==> config.mk <==
export PLATFORM = sky130hd
export DESIGN_NAME = ring_scan_address_generator
export DESIGN_NICKNAME = d
export VERILOG_FILES = /design/src/rsag_pkg.sv /design/src/rsag_ctrl.sv /design/src/rsag_dpath.sv /design/src/ring_scan_address_generator.sv
export SDC_FILE = /design/constraint.sdc
export NUM_CORES = 1
export LEC_CHECK = 0
export BUFFER_PORTS_ARGS = -buffer_cell sky130_fd_sc_hd__buf_4
export CAP_MARGIN = 5
export CORE_ASPECT_RATIO = 2
export CORE_MARGIN = 2
export CORE_UTILIZATION = 60
export CTS_CLUSTER_SIZE = 20
export DETAILED_ROUTE_END_ITERATION = 6
export PLACE_DENSITY = 0.79
export RECOVER_POWER = 100
export SLEW_MARGIN = 25
export SYNTH_ARGS = -nofsm -noshare
export SYNTH_HDL_FRONTEND = slang
export SYNTH_SLANG_ARGS = --single-unit
==> constraint.sdc <==
create_clock -name i_clk -period 9.1 [get_ports i_clk]
set_input_delay 0.455 -clock i_clk [delete_from_list [all_inputs] [get_ports i_clk]]
set_output_delay 0.455 -clock i_clk [all_outputs]
set_load 0.1 [all_outputs]
==> src/rsag_pkg.sv <==
`timescale 1ns / 1ps
package rsag_pkg;

    localparam int COORD_BITS_DEF = 12;

    // Field widths of the input and result words.
    localparam int CMD_W  = 2;
    localparam int XY_W   = 12;
    localparam int SIZE_W = 13;
    localparam int IDX_W  = 24;
    localparam int LOG2_W = 4;

    // Internal widths. Walk positions are signed and reach roughly three
    // coordinate spans plus the largest ring count on either side of zero.
    localparam int WALK_W = 17;
    localparam int RING_W = SIZE_W;
    localparam int ODD_W  = RING_W + 1;
    localparam int REM_W  = ODD_W + 1;

    localparam int CFG_IDX_W = 2;
    localparam logic [CFG_IDX_W-1:0] CFG_MAP_W_LOG2 = 2'd0;
    localparam logic [CFG_IDX_W-1:0] CFG_MAP_H_LOG2 = 2'd1;
    localparam logic [LOG2_W-1:0]    MAP_LOG2_RESET = 4'd8;

    localparam logic [CMD_W-1:0] CMD_SQUARE = 2'd0;
    localparam logic [CMD_W-1:0] CMD_RING   = 2'd1;
    localparam logic [CMD_W-1:0] CMD_PROBE  = 2'd2;

    typedef enum logic [1:0] {
        ST_PROBE  = 2'd0,
        ST_FOUND  = 2'd1,
        ST_NONE   = 2'd2,
        ST_REJECT = 2'd3
    } t_status;

    typedef enum logic [2:0] {
        OP_NOP,
        OP_START_SQ,
        OP_START_RING,
        OP_SETUP_AROUND,
        OP_STEP,
        OP_ITER,
        OP_ENC,
        OP_EMIT
    } t_op;

    typedef struct packed {
        t_op     op;
        t_status emit_status;
    } t_ctl;

    typedef struct packed {
        logic active;
        logic centre_pending;
        logic centre_on_map;
        logic exhausted;
        logic iter_found;
        logic iter_jump;
        logic enclosed;
        logic out_free;
    } t_stat;

endpackage

==> src/rsag_ctrl.sv <==
`timescale 1ns / 1ps
module rsag_ctrl import rsag_pkg::*; (
    input  logic             i_clk,
    input  logic             i_rst_n,
    input  logic             i_in_valid,
    output logic             o_in_stall,
    input  logic [CMD_W-1:0] i_command,
    input  logic             i_hit,
    input  t_stat            i_stat,
    output t_ctl             o_ctl
);

    typedef enum logic [2:0] {
        S_IDLE,
        S_CENTRE,
        S_WALK,
        S_ENC,
        S_EMIT
    } t_state;

    t_state  r_state, n_state;
    t_status r_emit, n_emit;
    logic    in_acc;

    assign o_in_stall = (r_state != S_IDLE);
    assign in_acc     = i_in_valid && !o_in_stall;

    always_comb begin
        n_state           = r_state;
        n_emit            = r_emit;
        o_ctl.op          = OP_NOP;
        o_ctl.emit_status = r_emit;
        case (r_state)
            S_IDLE: begin
                if (in_acc) begin
                    case (i_command)
                        CMD_SQUARE: begin
                            o_ctl.op = OP_START_SQ;
                            n_state  = S_CENTRE;
                        end
                        CMD_RING: begin
                            o_ctl.op = OP_START_RING;
                            n_state  = S_WALK;
                        end
                        CMD_PROBE: begin
                            if (!i_stat.active) begin
                                n_emit  = ST_REJECT;
                                n_state = S_EMIT;
                            end else if (i_hit) begin
                                n_emit  = ST_FOUND;
                                n_state = S_EMIT;
                            end else if (i_stat.centre_pending) begin
                                o_ctl.op = OP_SETUP_AROUND;
                                n_state  = S_WALK;
                            end else begin
                                o_ctl.op = OP_STEP;
                                n_state  = S_WALK;
                            end
                        end
                        default: begin
                            n_emit  = ST_REJECT;
                            n_state = S_EMIT;
                        end
                    endcase
                end
            end
            S_CENTRE: begin
                if (!i_stat.centre_pending) begin
                    n_state = S_WALK;
                end else if (i_stat.centre_on_map) begin
                    n_emit  = ST_PROBE;
                    n_state = S_EMIT;
                end else begin
                    o_ctl.op = OP_SETUP_AROUND;
                    n_state  = S_WALK;
                end
            end
            S_WALK: begin
                // One side segment, one turn or one half of a ring corner per cycle.
                o_ctl.op = OP_ITER;
                if (i_stat.exhausted) begin
                    n_emit  = ST_NONE;
                    n_state = S_EMIT;
                end else if (i_stat.iter_found) begin
                    n_emit  = ST_PROBE;
                    n_state = S_EMIT;
                end else if (i_stat.iter_jump) begin
                    n_state = S_ENC;
                end
            end
            S_ENC: begin
                if (i_stat.exhausted || i_stat.enclosed) begin
                    n_emit  = ST_NONE;
                    n_state = S_EMIT;
                end else begin
                    o_ctl.op = OP_ENC;
                    n_state  = S_WALK;
                end
            end
            S_EMIT: begin
                if (i_stat.out_free) begin
                    o_ctl.op = OP_EMIT;
                    n_state  = S_IDLE;
                end
            end
            default: n_state = S_IDLE;
        endcase
    end

    always_ff @(posedge i_clk) begin
        if (!i_rst_n) begin
            r_state <= S_IDLE;
            r_emit  <= ST_REJECT;
        end else begin
            r_state <= n_state;
            r_emit  <= n_emit;
        end
    end

    a_reject_idle_probe: assert property (@(posedge i_clk) disable iff (!i_rst_n)
        in_acc && i_command == CMD_PROBE && !i_stat.active
        |=> r_state == S_EMIT && r_emit == ST_REJECT)
        else $error("probe word without a running search was not rejected");

    a_exhausted_ends: assert property (@(posedge i_clk) disable iff (!i_rst_n)
        r_state == S_WALK && i_stat.exhausted
        |=> r_state == S_EMIT && r_emit == ST_NONE)
        else $error("used-up rings did not end the search");

    a_emit_waits_for_room: assert property (@(posedge i_clk) disable iff (!i_rst_n)
        r_state == S_EMIT && !i_stat.out_free |=> r_state == S_EMIT)
        else $error("result left the sequencer while the output register was full");

endmodule

==> src/rsag_dpath.sv <==
`timescale 1ns / 1ps
module rsag_dpath import rsag_pkg::*; #(
    parameter int COORD_BITS = COORD_BITS_DEF
) (
    input  logic                 i_clk,
    input  logic                 i_rst_n,
    input  logic                 i_cfg_valid,
    output logic                 o_cfg_ready,
    input  logic [CFG_IDX_W-1:0] i_cfg_index,
    input  logic [LOG2_W-1:0]    i_cfg_data,
    input  logic [XY_W-1:0]      i_start_x,
    input  logic [XY_W-1:0]      i_start_y,
    input  logic [SIZE_W-1:0]    i_search_size,
    input  logic [XY_W-1:0]      i_hole_width,
    input  logic [XY_W-1:0]      i_hole_height,
    input  t_ctl                 i_ctl,
    output t_stat                o_stat,
    output logic                 o_out_valid,
    input  logic                 i_out_stall,
    output logic [1:0]           o_status,
    output logic [XY_W-1:0]      o_tile_x,
    output logic [XY_W-1:0]      o_tile_y,
    output logic [IDX_W-1:0]     o_tile_index
);

    localparam int LOG_W = $clog2(COORD_BITS + 1);
    localparam logic [LOG_W-1:0] LOG_CAP = LOG_W'(COORD_BITS);

    logic [LOG2_W-1:0]        r_map_w_log2, r_map_h_log2;
    logic signed [WALK_W-1:0] r_walk_x, r_walk_y;
    logic [RING_W-1:0]        r_ring, r_limit;
    logic [1:0]               r_dir;
    logic [REM_W-1:0]         r_rem;
    logic [ODD_W-1:0]         r_odd;
    logic [XY_W-1:0]          r_inner_w, r_inner_h;
    logic                     r_active, r_pending;
    logic                     r_out_valid;
    logic [1:0]               r_status;
    logic [XY_W-1:0]          r_tile_x, r_tile_y;
    logic [IDX_W-1:0]         r_tile_index;

    function automatic logic in_range(input logic signed [WALK_W-1:0] v,
                                      input logic [LOG_W-1:0] e);
        in_range = !v[WALK_W-1] && ((v[WALK_W-2:0] >> e) == '0);
    endfunction

    function automatic logic [WALK_W-1:0] lim_minus_one(input logic [LOG_W-1:0] e);
        logic [WALK_W-1:0] one;
        one           = WALK_W'(1);
        lim_minus_one = (one << e) - one;
    endfunction

    logic [LOG_W-1:0] eff_w, eff_h, e_p, e_q;
    assign eff_w = (int'(r_map_w_log2) > COORD_BITS) ? LOG_CAP : LOG_W'(r_map_w_log2);
    assign eff_h = (int'(r_map_h_log2) > COORD_BITS) ? LOG_CAP : LOG_W'(r_map_h_log2);

    // Side walk: p runs along the side, q is fixed for the whole side.
    logic                     hor, neg, p_in, q_in, p_neg, kfail, rem_zero, on_map;
    logic signed [WALK_W-1:0] p, q, p_stop, p_run, p_step, rem_ext;
    logic [WALK_W-1:0]        lim_m1, k;
    logic [REM_W-1:0]         rem_turn, span_w, span_h;
    logic signed [WALK_W-1:0] bottom;
    logic                     enclosed;
    logic signed [WALK_W-1:0] sx_ext, sy_ext;
    logic [IDX_W-1:0]         idx_x, idx_y;

    assign hor     = !r_dir[0];
    assign neg     = (r_dir[0] == r_dir[1]);
    assign p       = hor ? r_walk_x : r_walk_y;
    assign q       = hor ? r_walk_y : r_walk_x;
    assign e_p     = hor ? eff_w : eff_h;
    assign e_q     = hor ? eff_h : eff_w;
    assign p_in    = in_range(p, e_p);
    assign q_in    = in_range(q, e_q);
    assign p_neg   = p[WALK_W-1];
    assign lim_m1  = lim_minus_one(e_p);
    assign rem_ext = $signed(WALK_W'(r_rem));

    always_comb begin
        if (neg) begin
            k = (!p_in && !p_neg) ? ($unsigned(p) - lim_m1) : '0;
        end else begin
            k = p_neg ? $unsigned(-p) : '0;
        end
    end

    assign kfail  = !q_in || (neg ? p_neg : (!p_in && !p_neg)) || (k >= WALK_W'(r_rem));
    assign p_stop = neg ? (p_in ? p : $signed(lim_m1)) : (p_neg ? '0 : p);
    assign p_run  = neg ? (p - rem_ext) : (p + rem_ext);
    assign p_step = neg ? (p - WALK_W'(1)) : (p + WALK_W'(1));

    assign rem_zero = (r_rem == '0);
    // Extent of the next side: odd directions run along the hole height.
    assign rem_turn = (r_dir[0] ? REM_W'(r_inner_w) : REM_W'(r_inner_h)) + REM_W'(r_odd);

    assign span_w   = REM_W'(r_inner_w) + REM_W'(r_odd);
    assign span_h   = REM_W'(r_inner_h) + REM_W'(r_odd);
    assign bottom   = r_walk_y + $signed(WALK_W'(span_h));
    assign enclosed = (r_walk_x < $signed(WALK_W'(span_w)))
                      && !in_range(r_walk_x, eff_w) && !r_walk_x[WALK_W-1]
                      && r_walk_y[WALK_W-1]
                      && !in_range(bottom, eff_h) && !bottom[WALK_W-1];

    assign on_map = in_range(r_walk_x, eff_w) && in_range(r_walk_y, eff_h);
    assign sx_ext = $signed(WALK_W'(i_start_x));
    assign sy_ext = $signed(WALK_W'(i_start_y));
    assign idx_x  = IDX_W'(r_walk_x[WALK_W-2:0]);
    assign idx_y  = IDX_W'(r_walk_y[WALK_W-2:0]);

    assign o_stat.active         = r_active;
    assign o_stat.centre_pending = r_pending;
    assign o_stat.centre_on_map  = on_map;
    assign o_stat.exhausted      = (r_ring >= r_limit);
    assign o_stat.iter_found     = !rem_zero && !kfail;
    assign o_stat.iter_jump      = rem_zero && (r_dir == 2'd3);
    assign o_stat.enclosed       = enclosed;
    assign o_stat.out_free       = !r_out_valid || !i_out_stall;

    assign o_cfg_ready  = 1'b1;
    assign o_out_valid  = r_out_valid;
    assign o_status     = r_status;
    assign o_tile_x     = r_tile_x;
    assign o_tile_y     = r_tile_y;
    assign o_tile_index = r_tile_index;

    always_ff @(posedge i_clk) begin
        if (!i_rst_n) begin
            r_map_w_log2 <= MAP_LOG2_RESET;
            r_map_h_log2 <= MAP_LOG2_RESET;
            r_walk_x     <= '0;
            r_walk_y     <= '0;
            r_ring       <= '0;
            r_limit      <= '0;
            r_dir        <= '0;
            r_rem        <= '0;
            r_odd        <= '0;
            r_inner_w    <= '0;
            r_inner_h    <= '0;
            r_active     <= 1'b0;
            r_pending    <= 1'b0;
            r_out_valid  <= 1'b0;
        end else begin
            if (i_cfg_valid) begin
                if (i_cfg_index == CFG_MAP_W_LOG2) begin
                    r_map_w_log2 <= i_cfg_data;
                end else if (i_cfg_index == CFG_MAP_H_LOG2) begin
                    r_map_h_log2 <= i_cfg_data;
                end
            end

            if (i_ctl.op == OP_EMIT) begin
                r_out_valid <= 1'b1;
            end else if (r_out_valid && !i_out_stall) begin
                r_out_valid <= 1'b0;
            end

            case (i_ctl.op)
                OP_START_SQ: begin
                    r_ring    <= '0;
                    r_dir     <= '0;
                    r_odd     <= ODD_W'(1);
                    r_limit   <= RING_W'(i_search_size >> 1);
                    r_active  <= 1'b1;
                    if (i_search_size[0]) begin
                        // Odd side: the centre goes first, then rings round a 1 by 1 hole.
                        r_inner_w <= XY_W'(1);
                        r_inner_h <= XY_W'(1);
                        r_walk_x  <= sx_ext;
                        r_walk_y  <= sy_ext;
                        r_rem     <= REM_W'(2);
                        r_pending <= 1'b1;
                    end else begin
                        r_inner_w <= '0;
                        r_inner_h <= '0;
                        r_walk_x  <= sx_ext + WALK_W'(1);
                        r_walk_y  <= sy_ext;
                        r_rem     <= REM_W'(1);
                        r_pending <= 1'b0;
                    end
                end
                OP_START_RING: begin
                    r_inner_w <= i_hole_width;
                    r_inner_h <= i_hole_height;
                    r_walk_x  <= sx_ext + $signed(WALK_W'(i_hole_width)) + WALK_W'(1);
                    r_walk_y  <= sy_ext;
                    r_ring    <= '0;
                    r_dir     <= '0;
                    r_rem     <= REM_W'(i_hole_width) + REM_W'(1);
                    r_odd     <= ODD_W'(1);
                    r_limit   <= i_search_size;
                    r_pending <= 1'b0;
                    r_active  <= 1'b1;
                end
                OP_SETUP_AROUND: begin
                    r_inner_w <= XY_W'(1);
                    r_inner_h <= XY_W'(1);
                    r_walk_x  <= r_walk_x + WALK_W'(1);
                    r_walk_y  <= r_walk_y - WALK_W'(1);
                    r_ring    <= '0;
                    r_dir     <= '0;
                    r_rem     <= REM_W'(2);
                    r_odd     <= ODD_W'(1);
                    r_pending <= 1'b0;
                end
                OP_STEP: begin
                    if (hor) begin
                        r_walk_x <= p_step;
                    end else begin
                        r_walk_y <= p_step;
                    end
                    r_rem <= r_rem - REM_W'(1);
                end
                OP_ITER: begin
                    if (r_ring < r_limit) begin
                        if (rem_zero) begin
                            if (r_dir != 2'd3) begin
                                r_dir <= r_dir + 2'd1;
                                r_rem <= rem_turn;
                            end else begin
                                // Corner of the ring: step out to the next ring.
                                r_walk_x <= r_walk_x + WALK_W'(1);
                                r_walk_y <= r_walk_y - WALK_W'(1);
                                r_ring   <= r_ring + RING_W'(1);
                                r_odd    <= r_odd + ODD_W'(2);
                                r_dir    <= '0;
                            end
                        end else if (!kfail) begin
                            if (hor) begin
                                r_walk_x <= p_stop;
                            end else begin
                                r_walk_y <= p_stop;
                            end
                            r_rem <= r_rem - REM_W'(k);
                        end else begin
                            if (hor) begin
                                r_walk_x <= p_run;
                            end else begin
                                r_walk_y <= p_run;
                            end
                            r_rem <= '0;
                        end
                    end
                end
                OP_ENC: begin
                    r_rem <= span_w;
                end
                OP_EMIT: begin
                    if (i_ctl.emit_status == ST_NONE) begin
                        r_active <= 1'b0;
                    end else if (i_ctl.emit_status == ST_FOUND) begin
                        r_active  <= 1'b0;
                        r_pending <= 1'b0;
                    end
                end
                default: ;
            endcase
        end
    end

    always_ff @(posedge i_clk) begin
        if (i_ctl.op == OP_EMIT) begin
            r_status <= i_ctl.emit_status;
            if (i_ctl.emit_status == ST_PROBE || i_ctl.emit_status == ST_FOUND) begin
                r_tile_x     <= r_walk_x[XY_W-1:0];
                r_tile_y     <= r_walk_y[XY_W-1:0];
                r_tile_index <= (idx_y << eff_w) | idx_x;
            end else begin
                r_tile_x     <= '0;
                r_tile_y     <= '0;
                r_tile_index <= '0;
            end
        end
    end

    // A found tile may lie off a map that was resized after it was offered.
    a_offer_on_map: assert property (@(posedge i_clk) disable iff (!i_rst_n)
        i_ctl.op == OP_EMIT && i_ctl.emit_status == ST_PROBE |-> on_map)
        else $error("tile handed out lies off the map");

    a_emit_into_free_reg: assert property (@(posedge i_clk) disable iff (!i_rst_n)
        i_ctl.op == OP_EMIT |-> !r_out_valid || !i_out_stall)
        else $error("result word overwrote one not yet taken");

    a_out_held: assert property (@(posedge i_clk) disable iff (!i_rst_n)
        r_out_valid && i_out_stall
        |=> r_out_valid && $stable(r_status) && $stable(r_tile_index))
        else $error("stalled result word changed");

endmodule

==> src/ring_scan_address_generator.sv <==
`timescale 1ns / 1ps
// The sequencer walks a search in steps, each covering one side segment, one turn or one
// half of a ring corner, before the result is written to the output register; a reject
// goes there without any walk step. The next input word is taken only once the result
// sits in the output register, so an output stall also holds off the next input word.
// Reset is synchronous, active low: idle.
module ring_scan_address_generator import rsag_pkg::*; #(
    parameter int COORD_BITS = COORD_BITS_DEF
) (
    input  logic                 i_clk,
    input  logic                 i_rst_n,
    input  logic                 i_cfg_valid,
    output logic                 o_cfg_ready,
    input  logic [CFG_IDX_W-1:0] i_cfg_index,
    input  logic [LOG2_W-1:0]    i_cfg_data,
    input  logic                 i_in_valid,
    output logic                 o_in_stall,
    input  logic [CMD_W-1:0]     i_command,
    input  logic [XY_W-1:0]      i_start_x,
    input  logic [XY_W-1:0]      i_start_y,
    input  logic [SIZE_W-1:0]    i_search_size,
    input  logic [XY_W-1:0]      i_hole_width,
    input  logic [XY_W-1:0]      i_hole_height,
    input  logic                 i_hit,
    output logic                 o_out_valid,
    input  logic                 i_out_stall,
    output logic [1:0]           o_status,
    output logic [XY_W-1:0]      o_tile_x,
    output logic [XY_W-1:0]      o_tile_y,
    output logic [IDX_W-1:0]     o_tile_index
);

    t_ctl  ctl;
    t_stat stat;

    rsag_ctrl u_ctrl (
        .i_clk      (i_clk),
        .i_rst_n    (i_rst_n),
        .i_in_valid (i_in_valid),
        .o_in_stall (o_in_stall),
        .i_command  (i_command),
        .i_hit      (i_hit),
        .i_stat     (stat),
        .o_ctl      (ctl)
    );

    rsag_dpath #(
        .COORD_BITS (COORD_BITS)
    ) u_dpath (
        .i_clk         (i_clk),
        .i_rst_n       (i_rst_n),
        .i_cfg_valid   (i_cfg_valid),
        .o_cfg_ready   (o_cfg_ready),
        .i_cfg_index   (i_cfg_index),
        .i_cfg_data    (i_cfg_data),
        .i_start_x     (i_start_x),
        .i_start_y     (i_start_y),
        .i_search_size (i_search_size),
        .i_hole_width  (i_hole_width),
        .i_hole_height (i_hole_height),
        .i_ctl         (ctl),
        .o_stat        (stat),
        .o_out_valid   (o_out_valid),
        .i_out_stall   (i_out_stall),
        .o_status      (o_status),
        .o_tile_x      (o_tile_x),
        .o_tile_y      (o_tile_y),
        .o_tile_index  (o_tile_index)
    );

endmodule

==> impl_metrics.ini, run 1 <==
[synth]
synth_edf_count = 50
ys_types = 94
syn_area_per_cell_um2 = 7.64
yosys_register_bits = 181
synth_top_area_frac = 0.134
synth_cells = 2551
netlist_area_mm2 = 0.0195
ys.flop_type = dfxtp_1
netlist_top_cells_area = dfxtp_1, ha_1, edfxtp_1
postSynth.asyncResetShare = 0
seq_area_frac_synth = 0.211
synth_top_area_cell = dfxtp_1
yosys_warnings = 0

[sta]
tightest_slew_ns = 2.54
post-route-worst-setup-slack_ns = 0.890
clock_skew_ns = 0.0197
finalSetupTns_ns = 0
finalHoldViolCount = 0
finalCritPeriodShare = 0.902
whs_ns = 0.215
rsz0062_at_grt = no
slew_headroom = -0.695
setup_viol = 0
fmax_mhz = 122
period_needed_ns = 8.21
drv_slew = 252

[die]
start_util = 0.607
fp.dieW_um = 131
design.core.area_mm2 = 0.0321
dieHeight_um = 259
io-pin-count = 128
rows = 93
dieArea_mm2 = 0.0340

[pwr]
power_frac_clock = 0.154
cellPowerDensity_mw_per_mm2 = 237
combPwrFrac = 0.634
p_int_mw = 2.37
swShare = 0.528
p_leak_nw = 8.69
seqPwrFrac = 0.212
switching_power_mw = 2.65
ir_drop_uv = 165
power.total_mw = 5.03

[clock_network]
cts.path.max_buffers = 2
htreeDepth = 4
clock_latency_ns = 0.48
clkSinkCount = 181
clockRootBuffer = clkbuf_16
clk_pin_slew_ns = 0.08
post-cts-setup-buffer-count = 0
numCtsBuffers = 17
post_cts_resized = 0
cts_tree = built
hold_buffers = 0

[setup_path]
critPathCaptureType = register
required_ns = 9.28
crit_path_top_delay_cell = a21bo_1
worstPathArrival_ns = 8.39
critPathMaxStageDelay_ns = 0.87
path_class = reg -> reg
start_kind = register
path_max_fanout = 21

[finish]
finalCoreUtilization = 0.660
drive_gt1_frac = 0.0818
post-route-cell-area_mm2 = 0.0212
finalNetCount = 2881
finalNonFillerCells = 3055
layout.cells.most_common_list = nor2_1, nand2_1, a21oi_1
syn_to_final_growth_pct = 8.70
fillers = 2922
n_antenna_cell = 0
final_common_cell = nor2_1

[placed_design]
dp.cells = 3023
place_congestion = 1.12
port_buffers = 126
pre_cts_ws_ns = 1.41
dpl.hpwl_um = 64000
dpl-instance-area_mm2 = 0.0209

[route]
vias_per_cell = 7.01
ant_nets = 0
routedWlPerCell_um = 27.4
wl_um = 83700
firstDrtPassIters = 7
via_count = 21414
first_iter_violations = 2625
drcViolationCount = 8

[global_routing]
gr-total-overflow = 0
grt_pass1_vias = 21011
antenna_found_initial = 0
grt_use_met2 = 0.790
grt_usage = 0.481
grt-busiest-layer = met2
grt_max_degree = 85
met3_usage = 0.117
met1_usage = 0.477
grt_pass1_wl_um = 124000

[hold_path]
hold_class = in -> reg

[flow_run]
maxCapViolations = 7

[status]
outcome = finished, violations left
violations = DRC, capacitance limit, slew limit
[kinds of logic after synthesis]
kind of cell	share of synthesized area
and+or+nand+nor	0.196
AOI/OAI and AO/OA	0.260
buffers and inverters	0.0540
xor gates and xnor gates	0.0943
adders and majority gates	0.126
DFF	0.211
muxes	0.0577
other	0.000192
[path summary, 6_finish.rpt]
check	start	end	slack, ns	cells after the start
max	u_dpath.r_map_w_log2[3]$_SDFFE_PN1P_	u_ctrl.r_emit[0]$_SDFFE_PN1P_	0.89	26
min	i_cfg_data[1]	u_dpath.r_map_w_log2[1]$_SDFFE_PN0P_	0.22	3
max reg2reg	u_dpath.r_map_w_log2[3]$_SDFFE_PN1P_	u_ctrl.r_emit[0]$_SDFFE_PN1P_	0.89	26
min reg2reg	u_dpath.r_active$_SDFFE_PN0P_	u_dpath.r_active$_SDFFE_PN0P_	0.48	2
[cells in the mapped netlist, drive strengths merged, types with 64 or more instances]
| master | instances |
|---|---|
| clkbuf | 103 |
| ha | 182 |
| o21ai | 169 |
| inv | 133 |
| nand3 | 72 |
| xor2 | 71 |
| nand2 | 224 |
| mux2i | 83 |
| nor2 | 271 |
| nor3 | 64 |
| a21oi | 201 |
| xnor2 | 139 |
| dfxtp | 131 |
[worst max-delay path: cells and delay by family (launching register included)]
kind | cells | cell delay, ns
adder cells (fa/ha/maj) | 3 | 0.97
flip-flops | 1 | 0.80
multiplexers | 1 | 0.36
AND/OR/NAND/NOR | 5 | 1.08
AO/OA/AOI/OAI | 15 | 4.34
XOR/XNOR | 2 | 0.31
[power by group through the flow]
stage	registers, mW	clock network, mW	logic (mW)
2_1_floorplan	1.11	0	1.99
3_3_place_gp	1.06	0	2.99
3_5_place_dp	1.06	0	3.03
4_1_cts	1.05	0.768	3.06
5_1_grt	1.06	0.799	3.36
6_report	1.07	0.774	3.19
[routing by layer]
| metal | wire length [um] | vias up |
|---|---|---|
| li1 | - | 9400 |
| met1 | 26200 | 9871 |
| met2 | 38000 | 1511 |
| met3 | 8090 | 632 |
| met4 | 11400 | 0 |
| met5 | 0 | - |
[flip-flops by register name (all words and copies together) (netlist names), 2 cells and up]
| name | count |
|---|---|
| u_dpath.r_ring | 13 |
| u_dpath.r_odd | 14 |
| u_dpath.o_status | 2 |
| u_ctrl.r_emit | 2 |
| u_dpath.o_tile_index | 24 |
| u_dpath.r_walk_y | 17 |
| u_dpath.r_rem | 15 |
| u_dpath.r_map_w_log2 | 4 |
| u_dpath.o_tile_x | 12 |
| u_ctrl.r_state | 3 |
| u_dpath.r_dir | 2 |
| u_dpath.r_inner_w | 12 |
| u_dpath.r_inner_h | 12 |
| u_dpath.r_walk_x | 17 |
| u_dpath.r_limit | 13 |
| u_dpath.o_tile_y | 12 |
| u_dpath.r_map_h_log2 | 4 |
[final cells by class]
type / instances / area [um2] / share of cell area
Multi-Input combinational cell: 2107 / 14400 / 0.678
Inverter: 135 / 507 / 0.0239
Clock inverter: 15 / 174 / 0.00820
Timing Repair Buffer: 173 / 1070 / 0.0503
Clock buffer: 17 / 425 / 0.0201
Tap cell: 427 / 534 / 0.0252
Sequential cell: 181 / 4130 / 0.195
Power figures use the tool's default switching activity.
==> run 2, diff against run 1 <==
==> constraint.sdc (replaced) <==
create_clock -name i_clk -period 9.1 [get_ports i_clk]
set_input_delay 1.365 -clock i_clk [delete_from_list [all_inputs] [get_ports i_clk]]
set_output_delay 1.365 -clock i_clk [all_outputs]
set_load 0.005 [all_outputs]
==> run 2 against run 1 <==
- the flow still finishes with violations (DRC, capacitance limit, slew limit)
- hold slack better by 0.28 ns
- count of clock-buffer cells in the layout up 1
- clock skew shrank 0.0017 ns
- wire length is essentially flat
- worst setup slack got worse by 0.038 ns
- total power is 2.5% lower
- sequential power is essentially flat
- global-route usage grew 0.12 points
- clock power fell by 0.8%
- largest cell class unchanged
- highest routed layer is now met5
==> impl_metrics.ini, run 2 (same netlist as run 1, synthesis figures left out) <==
[status]
violations = DRC, capacitance limit, slew limit
outcome = finished, violations left

[global_routing]
grt_pass1_wl_um = 125000
grt_max_degree = 85
grt_pass1_vias = 21315
gr-total-overflow = 0
grt_usage = 0.482
antenna_found_initial = 2

[flow_run]
maxCapViolations = 8

[finish]
layout.cells.most_common_list = nor2_1, nand2_1, a21oi_1
final_common_cell = nor2_1
post-route-cell-area_mm2 = 0.0214
finalNetCount = 2883
syn_to_final_growth_pct = 9.50
drive_gt1_frac = 0.0989
largest_register_ff_count = 24
finalCoreUtilization = 0.665

[clock_network]
post_cts_resized = 0
cts_tree = built
hold_buffers = 0
clock_latency_ns = 0.48
clockRootBuffer = clkbuf_16
post-cts-setup-buffer-count = 0
clk_pin_slew_ns = 0.07
htreeDepth = 4
cts.path.max_buffers = 2
clkSinkCount = 181
numCtsBuffers = 17

[sta]
finalHoldViolCount = 0
clock_skew_ns = 0.0180
setup_viol = 0
fmax_mhz = 121
rsz0062_at_grt = no
finalCritPeriodShare = 0.906
finalSetupTns_ns = 0
tightest_slew_ns = 2.61
drv_slew = 257
period_needed_ns = 8.25
slew_headroom = -0.737

[die]
start_util = 0.607
rows = 93
dieHeight_um = 259
io-pin-count = 128
dieArea_mm2 = 0.0340
design.core.area_mm2 = 0.0321
fp.dieW_um = 131

[route]
via_count = 21562
wl_um = 83700
firstDrtPassIters = 7
drcViolationCount = 31
routedWlPerCell_um = 27.4
ant_nets = 0
first_iter_violations = 2590
vias_per_cell = 7.05

[setup_path]
critPathCaptureType = register
path_class = reg -> reg
start_kind = register
required_ns = 9.31
worstPathArrival_ns = 8.46
r2r_slack_ns = 0.85
path_max_fanout = 21

[placed_design]
place_congestion = 1.12
port_buffers = 126
dpl.hpwl_um = 63900
dpl-instance-area_mm2 = 0.0209

[hold_path]
hold_class = reg -> reg

[pwr]
p_leak_nw = 8.84
cellPowerDensity_mw_per_mm2 = 230
ir_drop_uv = 162
## run 2: cell count changes in the layout (fill, tap and decap cells not counted), sizes merged
cell	previous run	this run
inv	142	143
clkbuf	79	84
diode	0	1
clkinvlp	1	0
bufinv	1	0
buf	111	109
## run 2: through the flow
step	total power, mW	cells	hold WS, ns	worst slack [ns]
finish	4.90	3058	0.492	0.852
global route	5.07	3057	0.517	0.466
CTS	4.72	3056	0.490	1.41
detailed placement	3.96	3024	0.480	1.48
global placement	3.92	3024	0.465	1.59
floorplan	2.97	2553	0.450	2.96
## run 2: critical path: stages, from the launching register on
cell      delay (ns)
dfxtp_1         0.78
a21bo_1         0.88
mux2i_4         0.35
nand2_1         0.15
ha_1            0.41
nor3_1          0.14
nand2_1         0.09
a21oi_1         0.06
a21oi_1         0.23
ha_1            0.32
o21ai_0         0.12
o21ai_0         0.17
a21oi_1         0.20
o21ai_0         0.16
or3_1           0.33
a21oi_1         0.18
xor2_1          0.16
o22ai_1         0.09
ha_1            0.36
a211oi_1        0.29
o211ai_1        0.14
a211o_1         0.30
a211oi_4        0.71
a21boi_0        0.46
or4b_4          0.66
nand2_1         0.09
o311ai_1        0.10
## run 2: routing by layer
layer	vias to the layer above	track usage	wire length, um
met4	2	0.533	11800
met3	603	0.132	7890
met5	-	0.00142	14
met2	1546	0.789	37900
li1	9431	-	-
met1	9980	0.465	26200
## run 2: path summary, 6_finish.rpt
kind / startpoint / end / cells past startpoint
max: u_dpath.r_map_w_log2[3]$_SDFFE_PN1P_ / u_ctrl.r_emit[0]$_SDFFE_PN1P_ / 26
min: u_dpath.r_active$_SDFFE_PN0P_ / u_dpath.r_active$_SDFFE_PN0P_ / 2
max reg2reg: u_dpath.r_map_w_log2[3]$_SDFFE_PN1P_ / u_ctrl.r_emit[0]$_SDFFE_PN1P_ / 26
min reg2reg: u_dpath.r_active$_SDFFE_PN0P_ / u_dpath.r_active$_SDFFE_PN0P_ / 2
## run 2: cell type report
| class | count | area [um2] |
|---|---|---|
| Antenna cell | 1 | 2.50 |
| Clock buffer | 18 | 430 |
| Clock inverter | 14 | 156 |
| Fill cell | 2851 | 10800 |
| Inverter | 135 | 507 |
| Multi-Input combinational cell | 2107 | 14400 |
| Sequential cell | 181 | 4130 |
| Tap cell | 427 | 534 |
| Timing Repair Buffer | 175 | 1240 |
## run 2: report_power, final
part	switching [mW]	total, mW	internal, mW
logic	1.97	3.07	1.09
clock network	0.397	0.768	0.370
registers	0.155	1.07	0.911
total	2.53	4.90	2.37
